===== src/rtl/core/gvs_pkg.sv =====
`timescale 1ns / 1ps
`default_nettype none
// ----------------------------------------------------------------------------
// gvs_pkg
// Shared types and constants of the gated velocity smoother.
// ----------------------------------------------------------------------------
package gvs_pkg;

	// register and field widths
	localparam int CONF_W     = 16;
	localparam int SPD_W      = 23;
	localparam int GAIN_W     = 16;
	localparam int ALPHA_W    = 17;
	localparam int STAT_W     = 3;
	localparam int CFG_IDX_W  = 3;
	localparam int CFG_DATA_W = 23;

	// shared multiplier: MW x MW operands, one 8-bit digit of b per cycle
	localparam int MW        = 39;
	localparam int PW        = 2 * MW;
	localparam int GS_W      = GAIN_W + SPD_W;
	localparam int DIG_W     = 8;
	localparam int MUL_STEPS = (MW + DIG_W - 1) / DIG_W;

	// root and divide units, one bit per cycle
	localparam int ROOT_W = 24;
	localparam int SQ_N_W = 2 * ROOT_W;
	localparam int QB     = 24;
	localparam int CNT_W  = 5;

	localparam logic [ALPHA_W-1:0] ALPHA_ONE = 17'd65536;

	typedef enum logic [STAT_W-1:0] {
		ST_SMOOTH     = 3'd0,
		ST_LOW_CONF   = 3'd1,
		ST_NON_FINITE = 3'd2,
		ST_SPIKE      = 3'd3,
		ST_CLEARED    = 3'd4
	} status_t;

	typedef enum logic [CFG_IDX_W-1:0] {
		REG_MIN_CONF  = 3'd0,
		REG_MAX_SPEED = 3'd1,
		REG_GAIN      = 3'd2,
		REG_ALPHA     = 3'd3,
		REG_FALLBACK  = 3'd4
	} cfg_reg_t;

	typedef enum logic [1:0] {
		U_NONE,
		U_MUL,
		U_SQRT,
		U_DIV
	} unit_t;

	typedef enum logic [3:0] {
		M_DXDX,
		M_DYDY,
		M_GAINSPR,
		M_GSGS,
		M_FBFB,
		M_AXAX,
		M_AYAY,
		M_MSMS,
		M_AXMS,
		M_AYMS,
		M_EMAX,
		M_EMAY
	} mul_sel_t;

	typedef enum logic [4:0] {
		S_IDLE,
		S_DECIDE,
		S_DXDX,
		S_DYDY,
		S_GAINSPR,
		S_GSGS,
		S_FBFB,
		S_SPIKE,
		S_CLAMP,
		S_AXAX,
		S_AYAY,
		S_MSMS,
		S_RADIAL,
		S_SQRT,
		S_AXMS,
		S_DIVX,
		S_AYMS,
		S_DIVY,
		S_COMMIT,
		S_EMAX,
		S_EMAY,
		S_FIN
	} state_t;

	typedef struct packed {
		logic     load;
		logic     clear;
		logic     clamp;
		logic     commit;
		logic     publish;
		logic     start;
		unit_t    unit;
		mul_sel_t sel;
		status_t  status;
	} dp_cmd_t;

	typedef struct packed {
		logic is_clear;
		logic low_conf;
		logic non_finite;
		logic primed;
		logic spread_big;
		logic spike;
		logic over;
		logic done;
	} dp_stat_t;

endpackage
`default_nettype wire


===== src/rtl/core/gvs_ctrl.sv =====
`timescale 1ns / 1ps
`default_nettype none
// ----------------------------------------------------------------------------
// gvs_ctrl
// Sequencer: walks one item through gating, clamping, scaling and smoothing.
// ----------------------------------------------------------------------------
module gvs_ctrl import gvs_pkg::*; (
	input  wire logic     clk,
	input  wire logic     arst_n,
	input  wire logic     in_valid,
	output logic          in_stall,
	output logic          out_valid,
	input  wire logic     out_stall,
	input  wire dp_stat_t stat,
	output dp_cmd_t       cmd
);

	state_t  state_q, state_d;
	status_t st_q, st_d;
	logic    go_q;
	logic    out_valid_q;
	logic    slot_free;

	assign slot_free = !out_valid_q || !out_stall;

	// next state
	always_comb begin
		state_d = state_q;
		st_d    = st_q;
		unique case (state_q)
			S_IDLE: begin
				if (in_valid) state_d = S_DECIDE;
			end
			S_DECIDE: begin
				priority if (stat.is_clear) begin
					st_d    = ST_CLEARED;
					state_d = S_FIN;
				end else if (stat.low_conf) begin
					st_d    = ST_LOW_CONF;
					state_d = S_FIN;
				end else if (stat.non_finite) begin
					st_d    = ST_NON_FINITE;
					state_d = S_FIN;
				end else if (stat.primed) begin
					state_d = S_DXDX;
				end else begin
					state_d = S_CLAMP;
				end
			end
			S_DXDX:    if (stat.done) state_d = S_DYDY;
			S_DYDY:    if (stat.done) state_d = stat.spread_big ? S_GAINSPR : S_FBFB;
			S_GAINSPR: if (stat.done) state_d = S_GSGS;
			S_GSGS:    if (stat.done) state_d = S_SPIKE;
			S_FBFB:    if (stat.done) state_d = S_SPIKE;
			S_SPIKE: begin
				if (stat.spike) begin
					st_d    = ST_SPIKE;
					state_d = S_FIN;
				end else begin
					state_d = S_CLAMP;
				end
			end
			S_CLAMP:   state_d = S_AXAX;
			S_AXAX:    if (stat.done) state_d = S_AYAY;
			S_AYAY:    if (stat.done) state_d = S_MSMS;
			S_MSMS:    if (stat.done) state_d = S_RADIAL;
			S_RADIAL:  state_d = stat.over ? S_SQRT : S_COMMIT;
			S_SQRT:    if (stat.done) state_d = S_AXMS;
			S_AXMS:    if (stat.done) state_d = S_DIVX;
			S_DIVX:    if (stat.done) state_d = S_AYMS;
			S_AYMS:    if (stat.done) state_d = S_DIVY;
			S_DIVY:    if (stat.done) state_d = S_COMMIT;
			S_COMMIT: begin
				st_d    = ST_SMOOTH;
				state_d = stat.primed ? S_EMAX : S_FIN;
			end
			S_EMAX:    if (stat.done) state_d = S_EMAY;
			S_EMAY:    if (stat.done) state_d = S_FIN;
			S_FIN:     if (slot_free) state_d = S_IDLE;
			default:   state_d = S_IDLE;
		endcase
	end

	// command outputs
	always_comb begin
		cmd         = '0;
		cmd.unit    = U_NONE;
		cmd.sel     = M_DXDX;
		cmd.status  = st_q;
		cmd.load    = (state_q == S_IDLE) && in_valid;
		cmd.clear   = (state_q == S_DECIDE) && stat.is_clear;
		cmd.clamp   = (state_q == S_CLAMP);
		cmd.commit  = (state_q == S_COMMIT) && !stat.primed;
		cmd.publish = (state_q == S_FIN) && slot_free;
		unique case (state_q)
			S_DXDX:    begin cmd.unit = U_MUL;  cmd.sel = M_DXDX;    end
			S_DYDY:    begin cmd.unit = U_MUL;  cmd.sel = M_DYDY;    end
			S_GAINSPR: begin cmd.unit = U_MUL;  cmd.sel = M_GAINSPR; end
			S_GSGS:    begin cmd.unit = U_MUL;  cmd.sel = M_GSGS;    end
			S_FBFB:    begin cmd.unit = U_MUL;  cmd.sel = M_FBFB;    end
			S_AXAX:    begin cmd.unit = U_MUL;  cmd.sel = M_AXAX;    end
			S_AYAY:    begin cmd.unit = U_MUL;  cmd.sel = M_AYAY;    end
			S_MSMS:    begin cmd.unit = U_MUL;  cmd.sel = M_MSMS;    end
			S_AXMS:    begin cmd.unit = U_MUL;  cmd.sel = M_AXMS;    end
			S_AYMS:    begin cmd.unit = U_MUL;  cmd.sel = M_AYMS;    end
			S_EMAX:    begin cmd.unit = U_MUL;  cmd.sel = M_EMAX;    end
			S_EMAY:    begin cmd.unit = U_MUL;  cmd.sel = M_EMAY;    end
			S_SQRT:    begin cmd.unit = U_SQRT;                      end
			S_DIVX:    begin cmd.unit = U_DIV;  cmd.sel = M_AXMS;    end
			S_DIVY:    begin cmd.unit = U_DIV;  cmd.sel = M_AYMS;    end
			default:   begin cmd.unit = U_NONE;                      end
		endcase
		cmd.start = (cmd.unit != U_NONE) && !go_q;
	end

	assign in_stall  = (state_q != S_IDLE);
	assign out_valid = out_valid_q;

	// state registers
	always_ff @(posedge clk or negedge arst_n) begin
		if (!arst_n) begin
			state_q     <= S_IDLE;
			st_q        <= ST_SMOOTH;
			go_q        <= 1'b0;
			out_valid_q <= 1'b0;
		end else begin
			state_q <= state_d;
			st_q    <= st_d;
			go_q    <= (cmd.unit != U_NONE) && !stat.done;
			if (cmd.publish) out_valid_q <= 1'b1;
			else if (!out_stall) out_valid_q <= 1'b0;
		end
	end

endmodule
`default_nettype wire


===== src/rtl/core/gvs_datapath.sv =====
`timescale 1ns / 1ps
`default_nettype none
// ----------------------------------------------------------------------------
// gvs_datapath
// Item latches, smoothing state, shared digit-serial multiplier, bit-serial
// square root and divider, and the result register.
// ----------------------------------------------------------------------------
module gvs_datapath import gvs_pkg::*; #(
	parameter int VEL_WIDTH = 24,
	parameter int FRAC_BITS = 8
) (
	input  wire logic                        clk,
	input  wire logic                        arst_n,
	input  wire dp_cmd_t                     cmd,
	output dp_stat_t                         stat,
	input  wire logic                        in_cmd,
	input  wire logic signed [VEL_WIDTH-1:0] in_vx,
	input  wire logic signed [VEL_WIDTH-1:0] in_vy,
	input  wire logic signed [VEL_WIDTH-1:0] in_px,
	input  wire logic signed [VEL_WIDTH-1:0] in_py,
	input  wire logic [CONF_W-1:0]           in_conf,
	input  wire logic [SPD_W-1:0]            in_spread,
	input  wire logic                        in_nonfin,
	input  wire logic [CONF_W-1:0]           min_conf,
	input  wire logic [SPD_W-1:0]            max_speed,
	input  wire logic [GAIN_W-1:0]           gain,
	input  wire logic [ALPHA_W-1:0]          alpha,
	input  wire logic [SPD_W-1:0]            fallback,
	output logic signed [VEL_WIDTH-1:0]      res_x,
	output logic signed [VEL_WIDTH-1:0]      res_y,
	output logic [STAT_W-1:0]                res_status
);

	localparam int W  = VEL_WIDTH;
	localparam int XW = ((W > QB) ? W : QB) + 2;
	localparam int TW = W + 19;
	localparam logic [SPD_W-1:0] ONE_SPR = SPD_W'(1) << FRAC_BITS;

	// item latches
	logic                cmd_q, nonfin_q;
	logic signed [W-1:0] vx_q, vy_q, px_q, py_q;
	logic [CONF_W-1:0]   conf_q;
	logic [SPD_W-1:0]    spr_q;

	// filter state
	logic signed [W-1:0] sx_q, sy_q;
	logic                primed_q;

	// working values
	logic signed [W-1:0] cx_q, cy_q;
	logic [PW-1:0]       d2_q, s2_q, thr_q, num_q;
	logic [GS_W-1:0]     gs_q;
	logic [ROOT_W-1:0]   mag_q;

	// unit control
	unit_t               unit_q;
	mul_sel_t            sel_q;
	logic [CNT_W-1:0]    cnt_q;
	logic                done;

	// multiplier
	logic [PW-1:0]       a_sh_q, acc_q, mpart, mul_next;
	logic [MW-1:0]       b_q;
	logic [MW-1:0]       op_a, op_b;

	// root
	logic [ROOT_W+1:0]   sq_rem_q;
	logic [ROOT_W-1:0]   sq_root_q, sq_root_n;
	logic [SQ_N_W-1:0]   sq_n_q;
	logic [ROOT_W+3:0]   sq_rem2, sq_trial, sq_rem_n;
	logic                sq_ge;

	// divider
	logic [QB:0]         dv_rem_q, dv_r2, dv_rem_n;
	logic [QB-1:0]       dv_n_q, dv_q_q, dv_q_n;
	logic [PW-1:0]       num_sh;
	logic                dv_ge;
	logic                dv_neg;
	logic signed [XW-1:0] dv_qe, dv_res;

	// differences and magnitudes
	logic signed [W:0]   dvx, dvy, dex, dey;
	logic [W:0]          dx, dy, adex, adey;
	logic [W-1:0]        ax, ay;
	logic [ALPHA_W-1:0]  alpha_sat;

	// clamp
	logic signed [XW-1:0] ms_e, vxe, vye, clx, cly;

	// EMA
	logic                ema_neg;
	logic signed [TW-1:0] ema_t, ema_sh;
	logic signed [W-1:0] ema_new;

	// spike and radial tests
	logic [PW+15:0]      d2_sh, thr_e;

	// differences to the prior sample and to the held state
	assign dvx  = $signed({vx_q[W-1], vx_q}) - $signed({px_q[W-1], px_q});
	assign dvy  = $signed({vy_q[W-1], vy_q}) - $signed({py_q[W-1], py_q});
	assign dx   = dvx[W] ? (W+1)'(-dvx) : (W+1)'(dvx);
	assign dy   = dvy[W] ? (W+1)'(-dvy) : (W+1)'(dvy);
	assign dex  = $signed({cx_q[W-1], cx_q}) - $signed({sx_q[W-1], sx_q});
	assign dey  = $signed({cy_q[W-1], cy_q}) - $signed({sy_q[W-1], sy_q});
	assign adex = dex[W] ? (W+1)'(-dex) : (W+1)'(dex);
	assign adey = dey[W] ? (W+1)'(-dey) : (W+1)'(dey);
	assign ax   = cx_q[W-1] ? W'(-cx_q) : W'(cx_q);
	assign ay   = cy_q[W-1] ? W'(-cy_q) : W'(cy_q);
	assign alpha_sat = (alpha > ALPHA_ONE) ? ALPHA_ONE : alpha;

	// per-axis clamp to +-max_speed
	assign ms_e = XW'($signed({1'b0, max_speed}));
	assign vxe  = XW'(vx_q);
	assign vye  = XW'(vy_q);
	always_comb begin
		priority if (vxe > ms_e) clx = ms_e;
		else if (vxe < -ms_e)    clx = -ms_e;
		else                     clx = vxe;
		priority if (vye > ms_e) cly = ms_e;
		else if (vye < -ms_e)    cly = -ms_e;
		else                     cly = vye;
	end

	// multiplier operand select
	always_comb begin
		unique case (cmd.sel)
			M_DXDX:    begin op_a = MW'(dx);        op_b = MW'(dx);        end
			M_DYDY:    begin op_a = MW'(dy);        op_b = MW'(dy);        end
			M_GAINSPR: begin op_a = MW'(gain);      op_b = MW'(spr_q);     end
			M_GSGS:    begin op_a = MW'(gs_q);      op_b = MW'(gs_q);      end
			M_FBFB:    begin op_a = MW'(fallback);  op_b = MW'(fallback);  end
			M_AXAX:    begin op_a = MW'(ax);        op_b = MW'(ax);        end
			M_AYAY:    begin op_a = MW'(ay);        op_b = MW'(ay);        end
			M_MSMS:    begin op_a = MW'(max_speed); op_b = MW'(max_speed); end
			M_AXMS:    begin op_a = MW'(ax);        op_b = MW'(max_speed); end
			M_AYMS:    begin op_a = MW'(ay);        op_b = MW'(max_speed); end
			M_EMAX:    begin op_a = MW'(adex);      op_b = MW'(alpha_sat); end
			M_EMAY:    begin op_a = MW'(adey);      op_b = MW'(alpha_sat); end
			default:   begin op_a = '0;             op_b = '0;             end
		endcase
	end

	// one 8-bit digit of b per cycle
	assign mpart    = a_sh_q * PW'(b_q[DIG_W-1:0]);
	assign mul_next = acc_q + mpart;

	// one root bit per cycle
	assign sq_rem2   = {sq_rem_q, sq_n_q[SQ_N_W-1 -: 2]};
	assign sq_trial  = {2'b00, sq_root_q, 2'b01};
	assign sq_ge     = (sq_rem2 >= sq_trial);
	assign sq_rem_n  = sq_ge ? (sq_rem2 - sq_trial) : sq_rem2;
	assign sq_root_n = {sq_root_q[ROOT_W-2:0], sq_ge};

	// one quotient bit per cycle
	assign num_sh   = num_q >> QB;
	assign dv_r2    = {dv_rem_q[QB-1:0], dv_n_q[QB-1]};
	assign dv_ge    = (dv_r2 >= {1'b0, mag_q});
	assign dv_rem_n = dv_ge ? (dv_r2 - {1'b0, mag_q}) : dv_r2;
	assign dv_q_n   = {dv_q_q[QB-2:0], dv_ge};
	assign dv_neg   = (sel_q == M_AXMS) ? cx_q[W-1] : cy_q[W-1];
	assign dv_qe    = XW'($signed({1'b0, dv_q_n}));
	assign dv_res   = dv_neg ? -dv_qe : dv_qe;

	// EMA: s + floor((a*(c - s) + 32768) / 65536), alpha in Q1.16
	assign ema_neg = (sel_q == M_EMAX) ? dex[W] : dey[W];
	assign ema_t   = ema_neg ? -$signed(mul_next[TW-1:0]) : $signed(mul_next[TW-1:0]);
	assign ema_sh  = (ema_t + TW'(32768)) >>> 16;
	assign ema_new = ((sel_q == M_EMAX) ? sx_q : sy_q) + ema_sh[W-1:0];

	// threshold compares
	assign d2_sh = {d2_q, 16'b0};
	assign thr_e = {16'b0, thr_q};

	assign done = (cnt_q == CNT_W'(1));

	always_comb begin
		stat.is_clear   = cmd_q;
		stat.low_conf   = (conf_q < min_conf);
		stat.non_finite = nonfin_q;
		stat.primed     = primed_q;
		stat.spread_big = (spr_q > ONE_SPR);
		stat.spike      = stat.spread_big ? (d2_sh > thr_e) : (d2_q > thr_q);
		stat.over       = (s2_q > thr_q);
		stat.done       = done;
	end

	// unit sequencing
	always_ff @(posedge clk or negedge arst_n) begin
		if (!arst_n) begin
			cnt_q  <= '0;
			unit_q <= U_NONE;
			sel_q  <= M_DXDX;
		end else if (cmd.start) begin
			unit_q <= cmd.unit;
			sel_q  <= cmd.sel;
			unique case (cmd.unit)
				U_MUL:   cnt_q <= CNT_W'(MUL_STEPS);
				U_SQRT:  cnt_q <= CNT_W'(ROOT_W);
				U_DIV:   cnt_q <= CNT_W'(QB);
				default: cnt_q <= '0;
			endcase
		end else if (cnt_q != '0) begin
			cnt_q <= cnt_q - CNT_W'(1);
		end
	end

	// iterative units
	always_ff @(posedge clk) begin
		if (cmd.start) begin
			a_sh_q    <= PW'(op_a);
			b_q       <= op_b;
			acc_q     <= '0;
			sq_rem_q  <= '0;
			sq_root_q <= '0;
			sq_n_q    <= s2_q[SQ_N_W-1:0];
			dv_rem_q  <= num_sh[QB:0];
			dv_n_q    <= num_q[QB-1:0];
			dv_q_q    <= '0;
		end else if (cnt_q != '0) begin
			a_sh_q    <= a_sh_q << DIG_W;
			b_q       <= b_q >> DIG_W;
			acc_q     <= mul_next;
			sq_rem_q  <= sq_rem_n[ROOT_W+1:0];
			sq_root_q <= sq_root_n;
			sq_n_q    <= sq_n_q << 2;
			dv_rem_q  <= dv_rem_n;
			dv_n_q    <= dv_n_q << 1;
			dv_q_q    <= dv_q_n;
		end
	end

	// item latches and working values
	always_ff @(posedge clk) begin
		if (cmd.load) begin
			cmd_q    <= in_cmd;
			vx_q     <= in_vx;
			vy_q     <= in_vy;
			px_q     <= in_px;
			py_q     <= in_py;
			conf_q   <= in_conf;
			spr_q    <= in_spread;
			nonfin_q <= in_nonfin;
		end
		if (cmd.clamp) begin
			cx_q <= clx[W-1:0];
			cy_q <= cly[W-1:0];
		end
		if (done) begin
			unique case (unit_q)
				U_MUL: begin
					unique case (sel_q)
						M_DXDX:    d2_q  <= mul_next;
						M_DYDY:    d2_q  <= d2_q + mul_next;
						M_GAINSPR: gs_q  <= mul_next[GS_W-1:0];
						M_GSGS:    thr_q <= mul_next;
						M_FBFB:    thr_q <= mul_next;
						M_AXAX:    s2_q  <= mul_next;
						M_AYAY:    s2_q  <= s2_q + mul_next;
						M_MSMS:    thr_q <= mul_next;
						M_AXMS:    num_q <= mul_next;
						M_AYMS:    num_q <= mul_next;
						default:   ;
					endcase
				end
				U_SQRT: mag_q <= sq_root_n;
				U_DIV: begin
					if (sel_q == M_AXMS) cx_q <= dv_res[W-1:0];
					else                 cy_q <= dv_res[W-1:0];
				end
				default: ;
			endcase
		end
		if (cmd.publish) begin
			res_x      <= sx_q;
			res_y      <= sy_q;
			res_status <= cmd.status;
		end
	end

	// filter state
	always_ff @(posedge clk or negedge arst_n) begin
		if (!arst_n) begin
			sx_q     <= '0;
			sy_q     <= '0;
			primed_q <= 1'b0;
		end else if (cmd.clear) begin
			sx_q     <= '0;
			sy_q     <= '0;
			primed_q <= 1'b0;
		end else if (cmd.commit) begin
			sx_q     <= cx_q;
			sy_q     <= cy_q;
			primed_q <= 1'b1;
		end else if (done && unit_q == U_MUL && sel_q == M_EMAX) begin
			sx_q <= ema_new;
		end else if (done && unit_q == U_MUL && sel_q == M_EMAY) begin
			sy_q <= ema_new;
		end
	end

endmodule
`default_nettype wire


===== src/rtl/core/gated_velocity_smoother.sv =====
`timescale 1ns / 1ps
`default_nettype none
// ----------------------------------------------------------------------------
// gated_velocity_smoother
// Outlier-gated exponential smoothing of a 2-D velocity.
// ----------------------------------------------------------------------------
// One item is worked on at a time; in_stall is high from acceptance until the
// result is placed in the output register, which then holds it until taken
// while the next item is accepted. A clear, a low-confidence or a non-finite
// sample goes from the decision state straight to the final state. Products
// run on a shared multiplier that retires 8 bits of its second operand per
// cycle. Once primed, the spike test runs three products (four when the spread
// exceeds one), and a spike then ends the item. The clamp adds three products
// and, once primed, the smoothing step two; when radial scaling is needed, a
// square root, two more products and two divisions are added. A stalled output
// holds the item in the final state until the output register is free.
module gated_velocity_smoother import gvs_pkg::*; #(
	parameter int VEL_WIDTH = 24,
	parameter int FRAC_BITS = 8
) (
	input  wire logic                        clk,
	input  wire logic                        arst_n,
	// configuration
	input  wire logic                        cfg_en,
	input  wire logic [CFG_IDX_W-1:0]        cfg_addr,
	input  wire logic [CFG_DATA_W-1:0]       cfg_data,
	// input item
	input  wire logic                        in_valid,
	output logic                             in_stall,
	input  wire logic                        cmd,
	input  wire logic signed [VEL_WIDTH-1:0] vel_x,
	input  wire logic signed [VEL_WIDTH-1:0] vel_y,
	input  wire logic signed [VEL_WIDTH-1:0] prior_x,
	input  wire logic signed [VEL_WIDTH-1:0] prior_y,
	input  wire logic [CONF_W-1:0]           sample_confidence,
	input  wire logic [SPD_W-1:0]            spread,
	input  wire logic                        non_finite,
	// result item
	output logic                             out_valid,
	input  wire logic                        out_stall,
	output logic signed [VEL_WIDTH-1:0]      out_x,
	output logic signed [VEL_WIDTH-1:0]      out_y,
	output logic [STAT_W-1:0]                status
);

	logic [CONF_W-1:0]  min_conf_q;
	logic [SPD_W-1:0]   max_speed_q;
	logic [GAIN_W-1:0]  gain_q;
	logic [ALPHA_W-1:0] alpha_q;
	logic [SPD_W-1:0]   fallback_q;

	dp_cmd_t  dp_cmd;
	dp_stat_t dp_stat;

	// configuration registers
	always_ff @(posedge clk or negedge arst_n) begin
		if (!arst_n) begin
			min_conf_q  <= 16'd32768;
			max_speed_q <= 23'd512000;
			gain_q      <= 16'd768;
			alpha_q     <= 17'd32768;
			fallback_q  <= 23'd12800;
		end else if (cfg_en) begin
			unique case (cfg_addr)
				REG_MIN_CONF:  min_conf_q  <= cfg_data[CONF_W-1:0];
				REG_MAX_SPEED: max_speed_q <= cfg_data[SPD_W-1:0];
				REG_GAIN:      gain_q      <= cfg_data[GAIN_W-1:0];
				REG_ALPHA:     alpha_q     <= cfg_data[ALPHA_W-1:0];
				REG_FALLBACK:  fallback_q  <= cfg_data[SPD_W-1:0];
				default:       ;
			endcase
		end
	end

	gvs_ctrl u_ctrl (
		.clk       (clk),
		.arst_n    (arst_n),
		.in_valid  (in_valid),
		.in_stall  (in_stall),
		.out_valid (out_valid),
		.out_stall (out_stall),
		.stat      (dp_stat),
		.cmd       (dp_cmd)
	);

	gvs_datapath #(
		.VEL_WIDTH (VEL_WIDTH),
		.FRAC_BITS (FRAC_BITS)
	) u_dp (
		.clk        (clk),
		.arst_n     (arst_n),
		.cmd        (dp_cmd),
		.stat       (dp_stat),
		.in_cmd     (cmd),
		.in_vx      (vel_x),
		.in_vy      (vel_y),
		.in_px      (prior_x),
		.in_py      (prior_y),
		.in_conf    (sample_confidence),
		.in_spread  (spread),
		.in_nonfin  (non_finite),
		.min_conf   (min_conf_q),
		.max_speed  (max_speed_q),
		.gain       (gain_q),
		.alpha      (alpha_q),
		.fallback   (fallback_q),
		.res_x      (out_x),
		.res_y      (out_y),
		.res_status (status)
	);

endmodule
`default_nettype wire


===== config.mk =====
export PLATFORM = sky130hd
export DESIGN_NAME = gated_velocity_smoother
export DESIGN_NICKNAME = d
export VERILOG_FILES = /design/src/rtl/core/gvs_pkg.sv /design/src/rtl/core/gvs_ctrl.sv /design/src/rtl/core/gvs_datapath.sv /design/src/rtl/core/gated_velocity_smoother.sv
export SDC_FILE = /design/constraint.sdc
export NUM_CORES = 2
export LEC_CHECK = 0
export BUFFER_PORTS_ARGS = -buffer_cell sky130_fd_sc_hd__buf_2
export CAP_MARGIN = 15
export CORE_MARGIN = 5
export CORE_UTILIZATION = 44
export CTS_CLUSTER_SIZE = 24
export DETAILED_ROUTE_END_ITERATION = 16
export GPL_TIMING_DRIVEN = 0
export SLEW_MARGIN = 20
export SYNTH_ARGS = -nofsm -noshare
export SYNTH_HDL_FRONTEND = slang
export SYNTH_SLANG_ARGS = --single-unit

===== constraint.sdc =====
create_clock -name clk -period 18.4 [get_ports clk]
set_input_delay 1.84 -clock clk [delete_from_list [all_inputs] [get_ports clk]]
set_output_delay 1.84 -clock clk [all_outputs]
set_load 0.1 [all_outputs]

======== After elaboration in Yosys (flattened, before gate mapping) ========
Cells that the tools add are included.
storage, ports and cells
  register bits ........................... 1110
  bits of input ports ..................... 168
  output and inout port bits .............. 53
  logic and storage cells ................. 294
operators by class
  $add $sub $neg .......................... 21
  multipliers ............................. 1
  order comparisons ....................... 12
  equality and inequality tests ........... 74
  multiplexer cells ....................... 87
  reductions and logical operators ........ 55
operators with widths
  operator                count
  $mux 24                 28
  $pmux 39 s10            1
  $pmux 39 s9             1
  $pmux 78 s2             2
  $add 78x78->78          3
  $gt 78x78->1            2
  $mux 39                 4
  $mux 5                  23
  $pmux 5 s21             1
  $mux 25                 4
  $neg 25->25             4
  $sub 24x24->25          4
  $mux 48                 2
  $gt 94x78->1            1
  $mul 78x8->78           1
  $neg 24->24             3
  $lt 24x26->1            2
  $gt 24x24->1            2
  $pmux 4 s11             1
  $add 40x17->40 const B  1
  $eq 5x4->1 const B      8
  $mux 40                 1
  $neg 40->40             1
  $eq 4x3->1 const B      8
  50 further kinds        142

======== Logic depth before layout (Yosys ltp) ========
  word-level depth ........................ 10
  mapped depth ............................ 43

======== Cells and area by module ========
A second synthesis with hierarchy kept.
unflattened totals
  cells, all modules ...................... 10025
  area total of the unflattened synthesis .. 93002.9 sq um
by module, submodules not included
  module                   times used  cells an instance  area each (sq um)  seq. area each (sq um)
  gvs_datapath             1           9687               88346.0            27496.4
  gated_velocity_smoother  1           205                3613.5             2393.5
  gvs_ctrl                 1           133                1043.5             250.2

======== Least setup slack after synthesis ========
Ideal clock, no wire load.
  path type ............................... register to register
  start ................................... register u_dp.b_q[1]
  end ..................................... register u_dp.d2_q[76], data pin
  library setup time ...................... 267 ps
  arrival time ............................ 8934 ps
  data required time ...................... 18133 ps
  path slack .............................. 9199 ps
  cell stages (with the launch flop) ...... 40
  cell sequence ........................... edfxtp_1 clkbuf_1 clkbuf_1 buf_1 nand2_1 fa_1 inv_1 fa_1 fa_1 inv_1 fa_1 inv_1 ha_1 buf_2 o21ai_0 o21ai_0 a221oi_1 o21a_1 (+4 left out) o21ai_0 a31oi_1 xnor2_1 ha_1 clkbuf_1 a21o_1 a21oi_1 o21ai_0 a21oi_1 o21bai_1 a21o_1 a221o_1 o31ai_1 o22a_1 nor4_1 or3_1 xnor2_1 o21ai_0
on the way
  longest elaborated chain between the ends .. 4
ends and longest elaborated chain
  item                         line                 source
  start: declaration           gvs_datapath.sv:63   logic [MW-1:0] b_q;
  start signal: assignment     gvs_datapath.sv:211  b_q <= op_b;
  start signal: assignment     gvs_datapath.sv:221  b_q <= b_q >> DIG_W;
  $mul 78x8->78                gvs_datapath.sv:144  assign mpart = a_sh_q * PW'(b_q[DIG_W-1:0]);
  $add 78x78->78               gvs_datapath.sv:145  assign mul_next = acc_q + mpart;
  named net u_dp.mul_next[54]  gvs_datapath.sv:62   logic [PW-1:0] a_sh_q, acc_q, mpart, mul_next;
  $add 78x78->78               gvs_datapath.sv:253  M_DYDY: d2_q <= d2_q + mul_next;
  $pmux 78 s2                  gvs_datapath.sv:251  unique case (sel_q)
  end signal: assignment       gvs_datapath.sv:252  M_DXDX: d2_q <= mul_next;
  end signal: assignment       gvs_datapath.sv:253
  end: declaration             gvs_datapath.sv:51   logic [PW-1:0] d2_q, s2_q, thr_q, num_q;
The timed path passes the listed nets, and every way through them passes these cells.
A chain may end at the register's enable or synchronous reset.

======== Worst setup path after layout ========
  start ................................... register u_dp.b_q[2]
  end ..................................... register u_dp.d2_q[77], data pin
Same word-level chain as after synthesis.

==> flow_metrics.tcl <==
set metrics [dict create \
    status "finished clean" \
    dpl.hpwl_um 293400 \
    top_level_ports 221 \
    clk_transition_reported_paths_ps 70 \
    hp-class "flop to flop" \
    grt_pass1_vias 79756 \
    tns_ps 0 \
    end_kind "flop" \
    cp_num_cells 35 \
    grt_max_degree 95 \
    reg2reg_slack_ps 4950 \
    ff2ff_path_depth 35 \
    synth_area_leader_cell "edfxtp_1" \
    worst_slew_pin_slew_ps 1301 \
    fin_skew_ps 61.29 \
    grt_overflow 0 \
    synthToLayoutAreaGrowth_pct 11.71 \
    wl_met2_um 155000 \
    initial_utilization_pct 44.07 \
    final_cell_mix "1,455 x nand2_1, 917 x inv_1, 747 x ha_1" \
    ys_warn_count 0 \
    wl_per_cell_um 26.80 \
    hold_viol_final 0 \
    cts_inserted_buffers 138 \
    cpLargestDelayFamily "compound AO/OA/AOI/OAI gates" \
    cts_tree "yes" \
    syn_area_per_cell_um2 9.066 \
    die_h_um 470.2 \
    gp_congestion 1.031 \
    cpPeakStageDelay_ps 900 \
    path_common_cell "fa_1" \
    cts.path.max_buffers 3 \
    holdBufCountCts 0 \
    ant_nets 0 \
    grtUsageTotal_pct 32.11 \
    dieWidth_um 470.2 \
    synth_edf_count 707 \
    worstSetupStartpoint "u_dp.b_q[2]$_DFFE_PP_" \
    ctsResizeCount 0 \
    nets 12146 \
    synthArstFlopShare_pct 14.86 \
    cts_sinks 1110 \
    drc 0 \
    syn_nets 11711 \
    cp-start-kind "flop" \
    regArea_mm2 0.03014 \
    first_iter_violations 9553 \
    endpoint "u_dp.d2_q[77]$_DFFE_PP_" \
    setup_viol 0 \
    root_buffer "clkbuf_16" \
    h-tree-depth 4 \
    cp.arrival_ps 13970 \
    place.port_buffers 220 \
    fmax_ghz 0.07438 \
    antenna_found_initial 24 \
    num_vias 82714 \
    routed-wl-met3_um 37200 \
    routed_via_density 6.056 \
    synth.distinct_cells 111 \
    multiInputGateArea_mm2 0.05836 \
    synth_top_cell_area_share_pct 22.78 \
    die_area_mm2 0.2211 \
    worst-path-max-fanout 10 \
    topRoutingLayerUsed "met5" \
    critical_path_class "flop to flop" \
    num_rows 169 \
    cpMaxStageDelayCell "xnor2_1" \
    min_period_over_period_pct 73.07 \
    ys.flop_type "edfxtp_1" \
    synth_seq_area_share_pct 32.34 \
    syn-cell-area_mm2 0.09320 \
    rsz0062_at_grt "no" \
    totalWireLength_um 366100 \
    coreArea_mm2 0.2115 \
    synth_area_leaders "edfxtp_1 23%, fa_1 11%, ha_1 10%, nand2_1 5.9%, dfxtp_1 5.1%" \
    drive_gt1_share_pct 7.415 \
    num-fill-cells 19952 \
    drv_slew 0 \
    cp.required_ps 18930 \
    grt_pass1_wl_um 532500 \
    rr_endpoint "u_dp.d2_q[77]$_DFFE_PP_" \
    crit-reg2reg-launch "u_dp.b_q[2]$_DFFE_PP_" \
    max-slew-margin-rel_pct 13.12 \
    dr.pass1.iters 7 \
    wl_met1_um 150900 \
    crit_buf_inv 5 \
    fin_crit_ps 13450 \
    cap_violations 0 \
    synth_cells 10280 \
    final_common_cell "nand2_1" \
    postCtsSetupBuffers 0 \
    clock_latency_ps 840 \
    ys_ff_latch 1110 \
]
[through the flow]
step	utilization, %	setup WS [ps]	instance area [µm²]	hold WS [ps]	cells
2_1_floorplan	-	9199	93200	424.9	10280
3_3_place_gp	46.26	4900	97830	433.1	13321
3_5_place_dp	47.01	5204	99410	443.5	13396
4_1_cts	49.20	5124	104000	451.9	13650
5_1_grt	49.23	4697	104100	468.3	13652
6_report	49.23	4955	104100	449.5	13658
[tightest hold or removal path, cell delays in order, from the launching register on]
cell and delay (ps):
dfxtp_1 310, nand2_1 50, a21oi_1 50
[cells in the mapped netlist (69+ instances only)]
master and instances:
edfxtp_1 707, nor2_1 578, o21ai_0 575, nand2_1 1455
clkbuf_1 407, xor2_1 194, dfrtp_1 152, a31oi_1 116
fa_1 516, nand3_1 134, xnor2_1 351, a21oi_1 743
and2_1 344, nor2b_1 95, a21o_1 316, mux2_2 74
nand2b_1 90, inv_1 918, o21a_1 95, o31ai_1 69
nand4_1 122, nor3_1 118, a211oi_1 119, dfxtp_1 238
ha_1 747
[how the worst min path moves through the flow]
stage / start / endpoint / slack [ps] / depth (start not counted)
after floorplan: u_ctrl.st_q[2]$_DFFE_PN0P_ / u_dp.res_status[2]$_DFFE_PP_ / 420 / 0
after global placement: u_ctrl.st_q[2]$_DFFE_PN0P_ / u_dp.res_status[2]$_DFFE_PP_ / 430 / 0
after detailed placement: u_dp.acc_q[27]$_SDFFE_PP0P_ / u_dp.acc_q[27]$_SDFFE_PP0P_ / 440 / 2
after CTS: u_dp.acc_q[13]$_SDFFE_PP0P_ / u_dp.acc_q[13]$_SDFFE_PP0P_ / 450 / 2
after global routing: u_dp.acc_q[33]$_SDFFE_PP0P_ / u_dp.acc_q[33]$_SDFFE_PP0P_ / 470 / 2
final: u_dp.acc_q[51]$_SDFFE_PP0P_ / u_dp.acc_q[51]$_SDFFE_PP0P_ / 450 / 2
[per-layer routing]
layer / track usage [%] / up-vias
li1: - / 36969
met1: 43.90 / 40610
met2: 47.95 / 4274
met3: 6.818 / 849
met4: 16.68 / 12
met5: 0 / -
[registers in the layout, indices dropped and copies added, names as in the netlist, 24 cells and up]
register / cells
u_dp.gs_q: 39
u_dp.vx_q: 24
u_dp.res_x: 24
u_dp.sq_root_q: 24
u_dp.dv_n_q: 24
u_dp.res_y: 24
u_dp.mag_q: 24
u_dp.b_q: 39
u_dp.cy_q: 24
u_dp.sq_rem_q: 26
u_dp.acc_q: 78
u_dp.num_q: 48
u_dp.sy_q: 24
u_dp.thr_q: 78
u_dp.dv_rem_q: 24
u_dp.sx_q: 24
u_dp.vy_q: 24
u_dp.s2_q: 78
u_dp.d2_q: 78
u_dp.py_q: 24
u_dp.cx_q: 24
u_dp.px_q: 24
u_dp.a_sh_q: 78
u_dp.sq_n_q: 48
[cells by family after synthesis]
logic type / share of synthesized area (%)
flops: 32.34
simple gates: 16.39
xor+xnor: 5.169
fa+ha+maj: 21.14
mux: 1.517
buf+inv: 5.641
compound gates: 17.80
[cell type report]
type                            count  area share (%)
Multi-Input combinational cell   7778           56.06
Sequential cell                  1110           28.95
Clock buffer                      166           3.497
Tap cell                         2821           3.390
Inverter                          923           3.335
Timing Repair Buffer              295           2.062
Buffer                            469           1.744
Clock inverter                     88          0.9446
Antenna cell                        8         0.01923
Power is left out: the tool's default activity adds up to more than one toggle a clock period on the data nets, which glitch-free logic cannot reach.
